===== config.mk =====
export PLATFORM = sky130hd
export DESIGN_NAME = annexb_nal_unit_splitter_top
export DESIGN_NICKNAME = d
export VERILOG_FILES = /design/src/sv/nalsplit_pkg.sv /design/src/sv/nalsplit_scan.sv /design/src/sv/nalsplit_outq.sv /design/src/sv/annexb_nal_unit_splitter_top.sv
export VERILOG_INCLUDE_DIRS = /design/src /design/src/sv
export SDC_FILE = /design/constraint.sdc
export NUM_CORES = 1
export LEC_CHECK = 0
export BUFFER_PORTS_ARGS = -buffer_cell sky130_fd_sc_hd__buf_2
export CORE_ASPECT_RATIO = 0.7
export CORE_UTILIZATION = 60
export CTS_CLUSTER_SIZE = 12
export DETAILED_ROUTE_END_ITERATION = 7
export PLACE_DENSITY = 0.8
export SLEW_MARGIN = 30
export SYNTH_ARGS = -nofsm -noshare
export SYNTH_HDL_FRONTEND = slang
export SYNTH_SLANG_ARGS = --single-unit

===== constraint.sdc =====
create_clock -name clk -period 13.2 [get_ports clk]
set_input_delay 2.64 -clock clk [delete_from_list [all_inputs] [get_ports clk]]
set_output_delay 2.64 -clock clk [all_outputs]
set_load 0.02 [all_outputs]

===== src/sv/annexb_nal_unit_splitter_top_defines.svh =====
// ----------------------------------------------------------------------------
// NAL unit splitter assertion macros
// Shared concurrent assertion forms used by the splitter's top level.
// ----------------------------------------------------------------------------
`ifndef ANNEXB_NAL_UNIT_SPLITTER_TOP_DEFINES_SVH
`define ANNEXB_NAL_UNIT_SPLITTER_TOP_DEFINES_SVH

// A condition that must hold at every clock edge outside reset.
`define NALSPLIT_ASSERT_ALWAYS(name, cond, msg) \
  name: assert property (@(posedge clk) disable iff (rst) (cond)) else $error(msg);

// A condition that, when true, forces a consequence in the same cycle.
`define NALSPLIT_ASSERT_IMPLY(name, ante, cons, msg) \
  name: assert property (@(posedge clk) disable iff (rst) (ante) |-> (cons)) \
    else $error(msg);

// A condition that, when true, forces a consequence in the next cycle.
`define NALSPLIT_ASSERT_NEXT(name, ante, cons, msg) \
  name: assert property (@(posedge clk) disable iff (rst) (ante) |=> (cons)) \
    else $error(msg);

`endif


===== src/sv/nalsplit_pkg.sv =====
// ----------------------------------------------------------------------------
// NAL unit splitter package
// Types and constants shared by the scanner, the result queue and the top.
// ----------------------------------------------------------------------------
`default_nettype none

package nalsplit_pkg;

  localparam int TYPE_BITS = 5;
  localparam int FIELD_BITS = 24;
  localparam int MASK_BITS = 32;

  localparam logic [7:0] ZERO_BYTE = 8'h00;
  localparam logic [7:0] START_BYTE = 8'h01;
  localparam logic [TYPE_BITS-1:0] IDR_TYPE = 5'd5;
  localparam logic [MASK_BITS-1:0] SKIP_RESET = 32'h0000_0240;

  localparam logic [1:0] RUN_TWO = 2'd2;
  localparam logic [1:0] RUN_FULL = 2'd3;

  typedef struct packed {
    logic                  closed_by_end;
    logic                  is_keyframe;
    logic [FIELD_BITS-1:0] unit_size;
    logic [FIELD_BITS-1:0] unit_offset;
    logic [TYPE_BITS-1:0]  unit_type;
  } unit_record_t;

  typedef struct packed {
    logic inside_unit;
    logic header_pending;
    logic at_origin;
  } scan_status_t;

endpackage

`default_nettype wire


===== src/sv/nalsplit_scan.sv =====
// ----------------------------------------------------------------------------
// NAL unit splitter scanner
// Holds the stream position and start code state, and closes units.
// ----------------------------------------------------------------------------
`default_nettype none

module nalsplit_scan #(
  parameter int POSITION_BITS = 24
) (
  input  wire                                  clk,
  input  wire                                  rst,
  input  wire                                  cfg_wr_en,
  input  wire  [nalsplit_pkg::MASK_BITS-1:0]   cfg_wr_data,
  input  wire                                  byte_valid,
  input  wire  [7:0]                           data_byte,
  input  wire                                  last_byte,
  output logic                                 rec_valid,
  output nalsplit_pkg::unit_record_t           rec,
  output nalsplit_pkg::scan_status_t           status
);

  logic [nalsplit_pkg::MASK_BITS-1:0] skip_type_mask;
  logic [POSITION_BITS-1:0]           byte_position;
  logic [POSITION_BITS-1:0]           unit_start;
  logic [1:0]                         zero_run;
  logic                               inside_unit;
  logic                               header_pending;
  logic [nalsplit_pkg::TYPE_BITS-1:0] current_type;

  logic [POSITION_BITS-1:0]           unit_start_next;
  logic [1:0]                         zero_run_next;
  logic                               inside_unit_next;
  logic                               header_pending_next;
  logic [nalsplit_pkg::TYPE_BITS-1:0] current_type_next;

  logic                               code_here;
  logic [POSITION_BITS-1:0]           code_pos;
  logic [POSITION_BITS-1:0]           size;
  logic [nalsplit_pkg::TYPE_BITS-1:0] emit_type;
  logic                               close_unit;
  logic                               by_end;

  always_comb begin
    unit_start_next = unit_start;
    inside_unit_next = inside_unit;
    header_pending_next = header_pending;
    current_type_next = current_type;
    code_here = 1'b0;
    code_pos = byte_position - ((zero_run == nalsplit_pkg::RUN_FULL) ?
                                POSITION_BITS'(3) : POSITION_BITS'(2));
    close_unit = 1'b0;
    by_end = 1'b0;
    size = code_pos - unit_start;
    emit_type = current_type;

    if (header_pending) begin
      current_type_next = data_byte[nalsplit_pkg::TYPE_BITS-1:0];
      unit_start_next = byte_position;
      header_pending_next = 1'b0;
      inside_unit_next = 1'b1;
    end else if (data_byte == nalsplit_pkg::START_BYTE && zero_run >= nalsplit_pkg::RUN_TWO) begin
      code_here = 1'b1;
      close_unit = inside_unit;
      inside_unit_next = 1'b0;
      header_pending_next = 1'b1;
    end

    if (data_byte == nalsplit_pkg::ZERO_BYTE) begin
      zero_run_next = (zero_run == nalsplit_pkg::RUN_FULL) ? zero_run : zero_run + 2'd1;
    end else begin
      zero_run_next = 2'd0;
    end

    if (last_byte && !code_here && inside_unit_next) begin
      close_unit = 1'b1;
      by_end = 1'b1;
      size = byte_position + POSITION_BITS'(1) - unit_start_next;
      emit_type = current_type_next;
    end
  end

  always_comb begin
    rec.unit_type = emit_type;
    rec.unit_offset = nalsplit_pkg::FIELD_BITS'(by_end ? unit_start_next : unit_start);
    rec.unit_size = nalsplit_pkg::FIELD_BITS'(size);
    rec.is_keyframe = (emit_type == nalsplit_pkg::IDR_TYPE);
    rec.closed_by_end = by_end;
    rec_valid = byte_valid && close_unit && !skip_type_mask[emit_type];
  end

  always_ff @(posedge clk) begin
    if (rst) begin
      skip_type_mask <= nalsplit_pkg::SKIP_RESET;
      byte_position <= '0;
      unit_start <= '0;
      zero_run <= 2'd0;
      inside_unit <= 1'b0;
      header_pending <= 1'b0;
      current_type <= '0;
    end else begin
      if (cfg_wr_en) begin
        skip_type_mask <= cfg_wr_data;
      end
      if (byte_valid) begin
        if (last_byte) begin
          byte_position <= '0;
          unit_start <= '0;
          zero_run <= 2'd0;
          inside_unit <= 1'b0;
          header_pending <= 1'b0;
          current_type <= '0;
        end else begin
          byte_position <= byte_position + POSITION_BITS'(1);
          unit_start <= unit_start_next;
          zero_run <= zero_run_next;
          inside_unit <= inside_unit_next;
          header_pending <= header_pending_next;
          current_type <= current_type_next;
        end
      end
    end
  end

  assign status.inside_unit = inside_unit;
  assign status.header_pending = header_pending;
  assign status.at_origin = (byte_position == '0);

endmodule

`default_nettype wire


===== src/sv/nalsplit_outq.sv =====
// ----------------------------------------------------------------------------
// NAL unit splitter result queue
// Two-entry register queue that decouples the scanner from the result stream.
// ----------------------------------------------------------------------------
`default_nettype none

module nalsplit_outq (
  input  wire                          clk,
  input  wire                          rst,
  input  wire                          push,
  input  wire nalsplit_pkg::unit_record_t push_rec,
  output logic                         has_room,
  output logic                         out_valid,
  input  wire                          out_ready,
  output nalsplit_pkg::unit_record_t   out_rec
);

  nalsplit_pkg::unit_record_t slots [2];
  logic       wr_ptr;
  logic       rd_ptr;
  logic [1:0] count;
  logic       pop;

  assign pop = out_valid && out_ready;
  assign out_valid = (count != 2'd0);
  assign has_room = (count != 2'd2);
  assign out_rec = slots[rd_ptr];

  always_ff @(posedge clk) begin
    if (push) begin
      slots[wr_ptr] <= push_rec;
    end
  end

  always_ff @(posedge clk) begin
    if (rst) begin
      wr_ptr <= 1'b0;
      rd_ptr <= 1'b0;
      count <= 2'd0;
    end else begin
      if (push) begin
        wr_ptr <= ~wr_ptr;
      end
      if (pop) begin
        rd_ptr <= ~rd_ptr;
      end
      if (push && !pop) begin
        count <= count + 2'd1;
      end else if (pop && !push) begin
        count <= count - 2'd1;
      end
    end
  end

endmodule

`default_nettype wire


===== src/sv/annexb_nal_unit_splitter_top.sv =====
// ----------------------------------------------------------------------------
// Annex B NAL unit splitter
// Scans an H.264 Annex B stream; one record per NAL unit not in the skip mask.
// ----------------------------------------------------------------------------
// The block takes one stream byte per clock and accepts a new byte in every
// cycle while its two-entry result queue has room. A unit record is written
// into the queue in the cycle that the closing byte is taken, so it is offered
// on the result stream from the queue registers once any older record ahead of
// it has been taken; the position, zero run and unit state registers of the
// scanner set this one-byte-per-clock rate. The skip mask may be written only
// while no byte is in flight and the queue is empty.
`default_nettype none

`include "annexb_nal_unit_splitter_top_defines.svh"

module annexb_nal_unit_splitter_top #(
  parameter int POSITION_BITS = 24
) (
  input  wire         clk,
  input  wire         rst,
  input  wire         cfg_wr_en,
  input  wire  [31:0] cfg_wr_data,
  input  wire         s_axis_tvalid,
  output logic        s_axis_tready,
  // data_byte[7:0]
  input  wire  [7:0]  s_axis_tdata,
  input  wire         s_axis_tlast,
  output logic        m_axis_tvalid,
  input  wire         m_axis_tready,
  // unit_type[4:0], unit_offset[28:5], unit_size[52:29], closed_by_end[53]
  output logic [55:0] m_axis_tdata,
  // is_keyframe[0]
  output logic        m_axis_tuser
);

  logic                       byte_valid;
  logic                       rec_valid;
  nalsplit_pkg::unit_record_t rec;
  nalsplit_pkg::unit_record_t out_rec;
  nalsplit_pkg::scan_status_t status;

  assign byte_valid = s_axis_tvalid && s_axis_tready;

  nalsplit_scan #(
    .POSITION_BITS(POSITION_BITS)
  ) u_scan (
    .clk        (clk),
    .rst        (rst),
    .cfg_wr_en  (cfg_wr_en),
    .cfg_wr_data(cfg_wr_data),
    .byte_valid (byte_valid),
    .data_byte  (s_axis_tdata),
    .last_byte  (s_axis_tlast),
    .rec_valid  (rec_valid),
    .rec        (rec),
    .status     (status)
  );

  nalsplit_outq u_outq (
    .clk      (clk),
    .rst      (rst),
    .push     (rec_valid),
    .push_rec (rec),
    .has_room (s_axis_tready),
    .out_valid(m_axis_tvalid),
    .out_ready(m_axis_tready),
    .out_rec  (out_rec)
  );

  assign m_axis_tdata = {2'b00, out_rec.closed_by_end, out_rec.unit_size,
                         out_rec.unit_offset, out_rec.unit_type};
  assign m_axis_tuser = out_rec.is_keyframe;

  `NALSPLIT_ASSERT_ALWAYS(a_open_or_pending, !(status.inside_unit && status.header_pending),
    "unit open and header pending at once")
  `NALSPLIT_ASSERT_IMPLY(a_full_has_result, !s_axis_tready, m_axis_tvalid,
    "input stalled with no result waiting")
  `NALSPLIT_ASSERT_IMPLY(a_keyframe_type, m_axis_tvalid,
    m_axis_tuser == (m_axis_tdata[4:0] == nalsplit_pkg::IDR_TYPE),
    "keyframe flag does not match unit type")
  `NALSPLIT_ASSERT_NEXT(a_clear_after_last, byte_valid && s_axis_tlast,
    status.at_origin && !status.inside_unit && !status.header_pending,
    "scanner state not cleared after last byte")

endmodule

`default_nettype wire

# Yosys cells after proc, flatten, opt, wreduce, memory -nomap -nowiden
# Memories as Yosys holds them, arrays and structs flattened. A register that Yosys moved wholly into a read port is not among the register bits.
# Index checks and enable logic that the tools add are counted.
[word_totals]
register_bits = 93
mem_bits_rw = 110
wordCells = 74
memories = 1
[classes]
addsub = 7
order_cmp = 2
eq_ne = 5
n_mux = 30
bitwise_logic = 2
n_reduce_logical = 17
[mem_list]
columns = ["memory", "words", "word_bits", "rd", "rd_clocked_by_memory_dff", "write_ports", "line_no", "source"]
rows = [
  ["u_outq.slots", 2, 55, 1, 1, 1, "nalsplit_outq.sv:18", "nalsplit_pkg::unit_record_t slots [2];"],
]
[ops]
columns = ["operator", "count"]
rows = [
  ["$mux W24", 5],
  ["$sub A24 B24 Y24", 3],
  ["$add A24 B1 Y24 const B", 1],
  ["$mux W1", 16],
  ["$mux W5", 3],
  ["$mux W2", 5],
  ["$logic_and A1 B1 Y1", 9],
  ["$eq A8 B1 Y1 const B", 1],
  ["$logic_not A8 Y1", 1],
  ["$lt A5 B6 Y1 const B", 1],
  ["$bmux W1 S5", 1],
  ["$eq A5 B3 Y1 const B", 1],
  ["$add A2 B1 Y2 const B", 2],
  ["$logic_not A1 Y1", 4],
  ["$reduce_bool A2 Y1", 2],
  ["$ne A3 B3 Y1 const B", 1],
  ["$eq A2 B2 Y1 const B", 1],
  ["$ge A2 B2 Y1 const B", 1],
  ["$ne A2 B2 Y1 const B", 1],
  ["$not A1 Y1", 2],
  ["$reduce_and A2 Y1", 1],
  ["$sub A2 B1 Y2 const B", 1],
]

# Logic depth before layout (Yosys ltp)
# Gate-level depths: netlist of run 1.
[depth]
ltp_word = 16
depth_mapped = 16

# By module
# A second synthesis of run 1 with hierarchy kept.
[hier_totals]
cells_unflattened = 1194
hier_area_um2 = 11875.1
[modules_own_cells]
columns = ["mod", "n_inst", "cells_per_inst", "area_each_um2"]
rows = [
  ["nalsplit_scan", 1, 997, 7654.8],
  ["nalsplit_outq", 1, 193, 4195.3],
  ["annexb_nal_unit_splitter_top", 1, 4, 25.0],
]

# Worst setup path after synthesis of run 1
# OpenSTA, ideal clock, no wires.
[synth_timing]
path_kind = "input -> register"
startpoint = "in s_axis_tlast"
endpoint = "mem u_outq.slots[0][0] in the netlist's numbering (enable)"
t_arrival_ps = 6807
path_slack_ps = 5918
cell_stages = 9
n_path_buf = 1
cell_sequence = "buf_4 nand2_8 mux2i_4 inv_4 mux4_2 a221oi_2 o2111a_1 a41o_2 nor2b_1"
[synth_rtl]
columns = ["item", "line_no", "source"]
rows = [
  ["from (decl)", "annexb_nal_unit_splitter_top.sv:27", "input wire s_axis_tlast,"],
  ["to (decl)", "nalsplit_outq.sv:18", ""],
]

==> run summary, run 1 <==
I/O Buffers: 102
pwr dens: 97.3 nW/µm²
largest family of logic cells by synthesized area: simple AND/OR/NAND/NOR gates
Row Count: 42
global-route wire length before repair: 43.0 mm
Synth Cell Area: 11800 µm²
Worst-Margin Slew: 0.940 ns
met1 GRT Util: 39.3%
Sink Count: 204
largest net degree at the start of global routing: 95
gpl congestion: 0.889
# diodes: 0
Worst IR Drop VDD: 0.000113 V
Place WS: 6.45 ns
overall routing resource usage: 26.5%
residual DRC count: 0
critical path class: input pin to flop
fin. max-slew vios: 0
Syn-to-layout area delta: 10.9%
final core occ: 68.6%
CTS tree: yes
synth unique cells: 68
Die W: 170 µm
post-route setup TNS: 0 ns
sequential share of the synthesized area: 43.8%
# setup viols final: 0
fin worst setup slack: 6.95 ns
Max H-tree Level: 1
vias in the first global route: 8496
Synth Area in Compound Gates: 12.9%
final worst-path cycle share: 47.3%
I/O pin count: 105
Slowest cell on crit path: buf_2
required time worst endpoint: 13.33 ns
Critical Path AT: 6.38 ns
CTS root buffer: clkbuf_16
routed vias: 9148
initial core utilization: 61.9%
proportion of synthesized area in mux cells: 12.5%
top_reg_cell synth: edfxtp_1
die height: 120 µm
Inserted Clock Buffers: 21
simple-gate area share of the yosys netlist: 13.2%
Final min period: 6.25 ns
post-synthesis xor/xnor area fraction: 4.66%
warning count from the yosys run: 0
final net count: 1385
Detail Route Antenna Nets: 0
outcome: finished, final reports clean
CP Cell Sequence: buf_2 > nand2_8 > mux2i_4 > inv_4 > mux4_2 > a221oi_2 > o2111a_1 > a41o_2 > nor2b_4 > buf_4
Die ar.: 20300 µm²
Synth Register Bits: 204
HPWL Detailed: 19.1 mm
Leakage: 4.98 nW
antenna violations before repair: 0
Clock Tree Buf Depth: 3
synth top area cells: edfxtp_1 28%, dfxtp_1 16%, ha_1 7.6%
TritonRoute pass-1 iters: 5
Critical Path Source Type: input pin
post-CTS setup repair buffer count: 0
Worst-Skew Late Latency: 0.50 ns
Post-synth EDFFs: 110
layer with the highest usage: met2
Final Total Pwr: 1.28 mW
max_cap viols: 0
Layout fillers: 1523
Worst Skew: 0.0212 ns
total core area: 19100 µm²
Final Hold Viols: 0
Max Clock Freq: 160 MHz
most frequent cells in the layout: 111 x nor2_1, 110 x edfxtp_1, 102 x buf_2
Slew headroom: 37.3%
element type at the critical path end: flop
post_cts resized: 0
Clock transition at path regs: 0.06 ns
worst-path fanout max: 43
slowest stage delay, CP: 0.69 ns
HP Class: flop to flop
GR Layer Usage met2: 41.5%
Via density: 5.93
total wire length: 27.0 mm
Syn Area/Cell: 9.96 µm²
Synth Area in Adders: 8.11%
Synth area leader: edfxtp_1
wire per inst: 17.5 µm
RSZ-0062 raised after global routing: no
met3 Use GR: 4.06%
post-synth top area share: 27.9%
fraction of registers with async set/reset: 0%
commonest non-fill, non-tap cell in the layout: nor2_1
1st-iter DRT viols: 853
synthesized instance count: 1189
remaining global-route overflow: 0
layout cells sized above 1: 17.6%
cts hold-fix bufs: 0
kinds of logic (layout without fill, tap and decap cells):
kind of cell,after synthesis,count (layout)
simple gates,322,322
compound gates,255,255
flops,204,204
buf+inv,140,228
mux,129,129
fa+ha+maj,75,75
xor+xnor,63,63
other cells,1,2
Yosys cell counts, types with 4 or more instances:
| master | count |
|---|---|
| o211ai_1 | 7 |
| buf_1 | 6 |
| a211o_1 | 7 |
| o21ai_0 | 73 |
| buf_2 | 5 |
| mux2i_1 | 62 |
| nor3_1 | 32 |
| a31oi_1 | 8 |
| a32oi_1 | 6 |
| a211oi_1 | 8 |
| inv_1 | 80 |
| or4_1 | 4 |
| xor2_1 | 22 |
| nand2_1 | 66 |
| nand4_1 | 5 |
| xnor2_1 | 41 |
| ha_1 | 72 |
| mux4_2 | 7 |
| or2_2 | 4 |
| nand2b_1 | 13 |
| and2_1 | 6 |
| a22oi_1 | 9 |
| nor2_1 | 111 |
| a21oi_1 | 92 |
| a31o_2 | 4 |
| mux2_2 | 58 |
| or3_1 | 13 |
| and3_1 | 11 |
| dfxtp_1 | 94 |
| a21o_1 | 16 |
| o21a_1 | 5 |
| clkbuf_1 | 41 |
| nand3_1 | 28 |
| buf_4 | 4 |
| nor2b_1 | 8 |
| nor4_1 | 5 |
| edfxtp_1 | 110 |
path summary, 6_finish.rpt:
check,cells past startpoint,slack [ns],startpoint,end
worst max-delay path,10,6.95,s_axis_tlast,u_outq.slots[0][48]
worst min-delay path,2,0.50,u_scan.skip_type_mask[15],u_scan.skip_type_mask[15]
worst max register to register,14,8.67,u_scan.byte_position[1],u_outq.slots[1][51]
worst min register to register,2,0.50,u_scan.skip_type_mask[15],u_scan.skip_type_mask[15]
layout make-up:
class                      instances  area (µm²)  area share (%)
multi-input combinational        846        6110            46.5
clock inverter                     2        12.5          0.0953
timing repair buffer             110         574            4.37
clock buffer                      35         609            4.64
inverter                          81         307            2.34
tap                              264         330            2.52
sequential                       204        5190            39.5
layer usage:
metal / wire (µm) / vias up / part of all wire [%]
met4: 343 / 0 / 1.3
met3: 1730 / 32 / 6.4
met2: 12100 / 287 / 45
li1: - / 4435 / -
met5: 0 / - / 0
met1: 12800 / 4394 / 47
flip-flops by register name, summed over array words and instances, names as in the netlist, 2 cells and up, named ones only:
name / flops
u_scan.skip_type_mask: 32
u_scan.byte_position: 24
u_scan.current_type: 5
u_scan.unit_start: 24
u_outq.slots: 110
u_scan.zero_run: 2
u_outq.count: 2
metrics by stage:
stage               hold WS [ns]  instances  instance area [µm²]
floorplan                  0.448       1190                11800
global placement           0.476       1505                12500
detailed placement         0.477       1505                12500
CTS                        0.493       1542                13100
global route               0.527       1542                13100
finish                     0.497       1542                13100
critical path, delay by kind of cell:
family / cells / cell delay, ns
AO/OA/AOI/OAI: 3 / 0.73
buffers and inverters: 3 / 1.36
multiplexers: 2 / 0.79
AND/OR/NAND/NOR: 2 / 0.81
where the power goes:
part | internal [mW] | total (mW) | switching (mW)
registers | 0.669 | 0.674 | 0.00441
clock network | 0.314 | 0.550 | 0.236
logic | 0.0213 | 0.0534 | 0.0321
Power figures use the tool's default switching activity.
==> run 2, diff against run 1 <==
==> constraint.sdc (replaced) <==
create_clock -name clk -period 6.28 [get_ports clk]
set_input_delay 1.256 -clock clk [delete_from_list [all_inputs] [get_ports clk]]
set_output_delay 1.256 -clock clk [all_outputs]
set_load 0.02 [all_outputs]
==> run 2 against run 1 <==
Final cell count is 0.26% higher. Largest cell class unchanged. Critical path depth unchanged. Clock skew decreased by 0.0080 ns. First-iteration DRC count is 17% lower.
==> run summary, run 2 (same netlist as run 1, synthesis figures left out) <==
total core area: 19100 µm² (unchanged)
Leakage: 5.02 nW (+0.78%)
CP Cell Sequence: buf_2 > nand2_8 > mux2i_4 > inv_4 > mux4_2 > a221oi_2 > o2111a_1 > a41o_2 > and2_2 > buf_12
Via density: 5.90 (-0.62%)
flop2flop setup slack: 1.93 ns (-6.74 ns)
CTS root buffer: clkbuf_16
fin worst setup slack: 1.79 ns (-5.16 ns)
final std cell area, no fill: 13200 µm² (+0.72%)
Critical Path Source Type: input pin
Final min period: 4.49 ns
gpl congestion: 0.918 (+3.3%)
layout cells sized above 1: 18.1% (+0.49 points)
remaining global-route overflow: 0 (unchanged)
I/O Buffers: 102 (unchanged)
wire per inst: 17.6 µm (+0.50%)
post-CTS setup repair buffer count: 0 (unchanged)
Row Count: 42 (unchanged)
Detail Route Antenna Nets: 0 (unchanged)
Die ar.: 20300 µm² (unchanged)
dpl cell area: 12500 µm² (+0.16%)
fin. max-slew vios: 0 (unchanged)
worst hold margin: 0.491 ns (-0.00583 ns)
max reg flops: 110 (unchanged)
die height: 120 µm (unchanged)
Worst-Margin Slew: 0.952 ns (+0.0112 ns)
Clock transition at path regs: 0.06 ns (about the same)
critical path class: input pin to flop
outcome: finished, final reports clean
slowest stage delay, CP: 0.71 ns (+0.02 ns)
TritonRoute pass-1 iters: 5 (unchanged)
Slew headroom: 36.6% (-0.74 points)
final net count: 1387 (+0.14%)
total wire length: 27.2 mm (+0.76%)
final core occ: 69.1% (+0.50 points)
Sink Count: 204 (unchanged)
worst-path fanout max: 43 (unchanged)
Clock Tree Buf Depth: 3 (unchanged)
initial core utilization: 61.9% (unchanged)
1st-iter DRT viols: 710 (-17%)
HPWL Detailed: 18.9 mm (-0.89%)
Max Clock Freq: 223 MHz
Die W: 170 µm (unchanged)
residual DRC count: 0 (unchanged)
# diodes: 0 (unchanged)
Max H-tree Level: 1 (unchanged)
post-route setup TNS: 0 ns (unchanged)
Worst-Skew Late Latency: 0.50 ns (about the same)
Final Hold Viols: 0 (unchanged)
Critical Path AT: 4.68 ns (-1.70 ns)
CTS tree: yes
antenna violations before repair: 0 (unchanged)
post_cts resized: 0 (unchanged)
cts hold-fix bufs: 0 (unchanged)
most frequent cells in the layout: 111 x nor2_1, 110 x edfxtp_1, 102 x buf_2
largest net degree at the start of global routing: 95 (unchanged)
Inserted Clock Buffers: 22 (+4.8%)
Worst Skew: 0.0131 ns (-0.00802 ns)
Place WS: 1.26 ns (-5.18 ns)
Top Registers: u_outq.slots x110, u_scan.skip_type_mask x32
Slowest cell on crit path: buf_2
Most flops, register: u_outq.slots
vias in the first global route: 8535 (+0.46%)
Worst IR Drop VDD: 0.000254 V (+130%)
global-route wire length before repair: 42.9 mm (-0.26%)
pwr dens: 210 nW/µm² (+120%)
RSZ-0062 raised after global routing: no
overall routing resource usage: 26.5% (about the same)
# setup viols final: 0 (unchanged)
routed vias: 9115 (-0.36%)
Syn-to-layout area delta: 11.7%
I/O pin count: 105 (unchanged)
HP Class: flop to flop
element type at the critical path end: flop
required time worst endpoint: 6.47 ns (-6.86 ns)
final worst-path cycle share: 71.4%
max_cap viols: 0 (unchanged)
commonest non-fill, non-tap cell in the layout: nor2_1
-- run 2: cell count changes in the layout (fill, tap and decap cells not counted), sizes merged --
cell,delta
inv,-2
clkbuf,+1
buf,+1
clkinv,+4
-- run 2: per-stage QoR --
step / power (mW) / std cells
floorplan: 1.52 / 1190
global placement: 1.55 / 1506
detailed placement: 1.56 / 1506
CTS: 2.79 / 1546
global route: 2.86 / 1546
finish: 2.78 / 1546
-- run 2: cell type report --
cell class,instances,area [µm²]
tap,264,330
inverter,81,307
sequential,204,5190
clock buffer,36,679
timing repair buffer,111,594
fill,1493,5910
multi-input combinational,846,6110
clock inverter,4,17.5
-- run 2: final timing paths --
kind / startpoint / to / cells after the start
setup reg to reg: u_scan.byte_position[1] / u_outq.slots[1][51] / 14
hold / removal: u_scan.current_type[2] / u_scan.current_type[2] / 2
hold reg to reg: u_scan.current_type[2] / u_scan.current_type[2] / 2
setup / recovery: s_axis_tlast / u_outq.slots[1][54] / 10
-- run 2: metal layers --
layer | GRT usage, % | share of wire [%] | vias up | wire, µm
li1 | - | - | 4426 | -
met1 | 38.4 | 47 | 4333 | 12900
met2 | 41.9 | 45 | 325 | 12100
met3 | 4.35 | 6.4 | 31 | 1740
met4 | 5.80 | 1.7 | 0 | 464
met5 | 0 | 0 | - | 0
-- run 2: critical path: cells and delay by family --
family | cells | cell delay (ns)
buffers and inverters | 3 | 1.13
muxes | 2 | 0.77
AOI/OAI and AO/OA | 3 | 0.74
and+or+nand+nor | 2 | 0.73
-- run 2: power breakdown --
part	leakage, nW	internal (mW)	switching, mW
Sequential	1.64	1.41	0.00976
Combinational	3.04	0.0447	0.0684
Clock	0.344	0.738	0.513
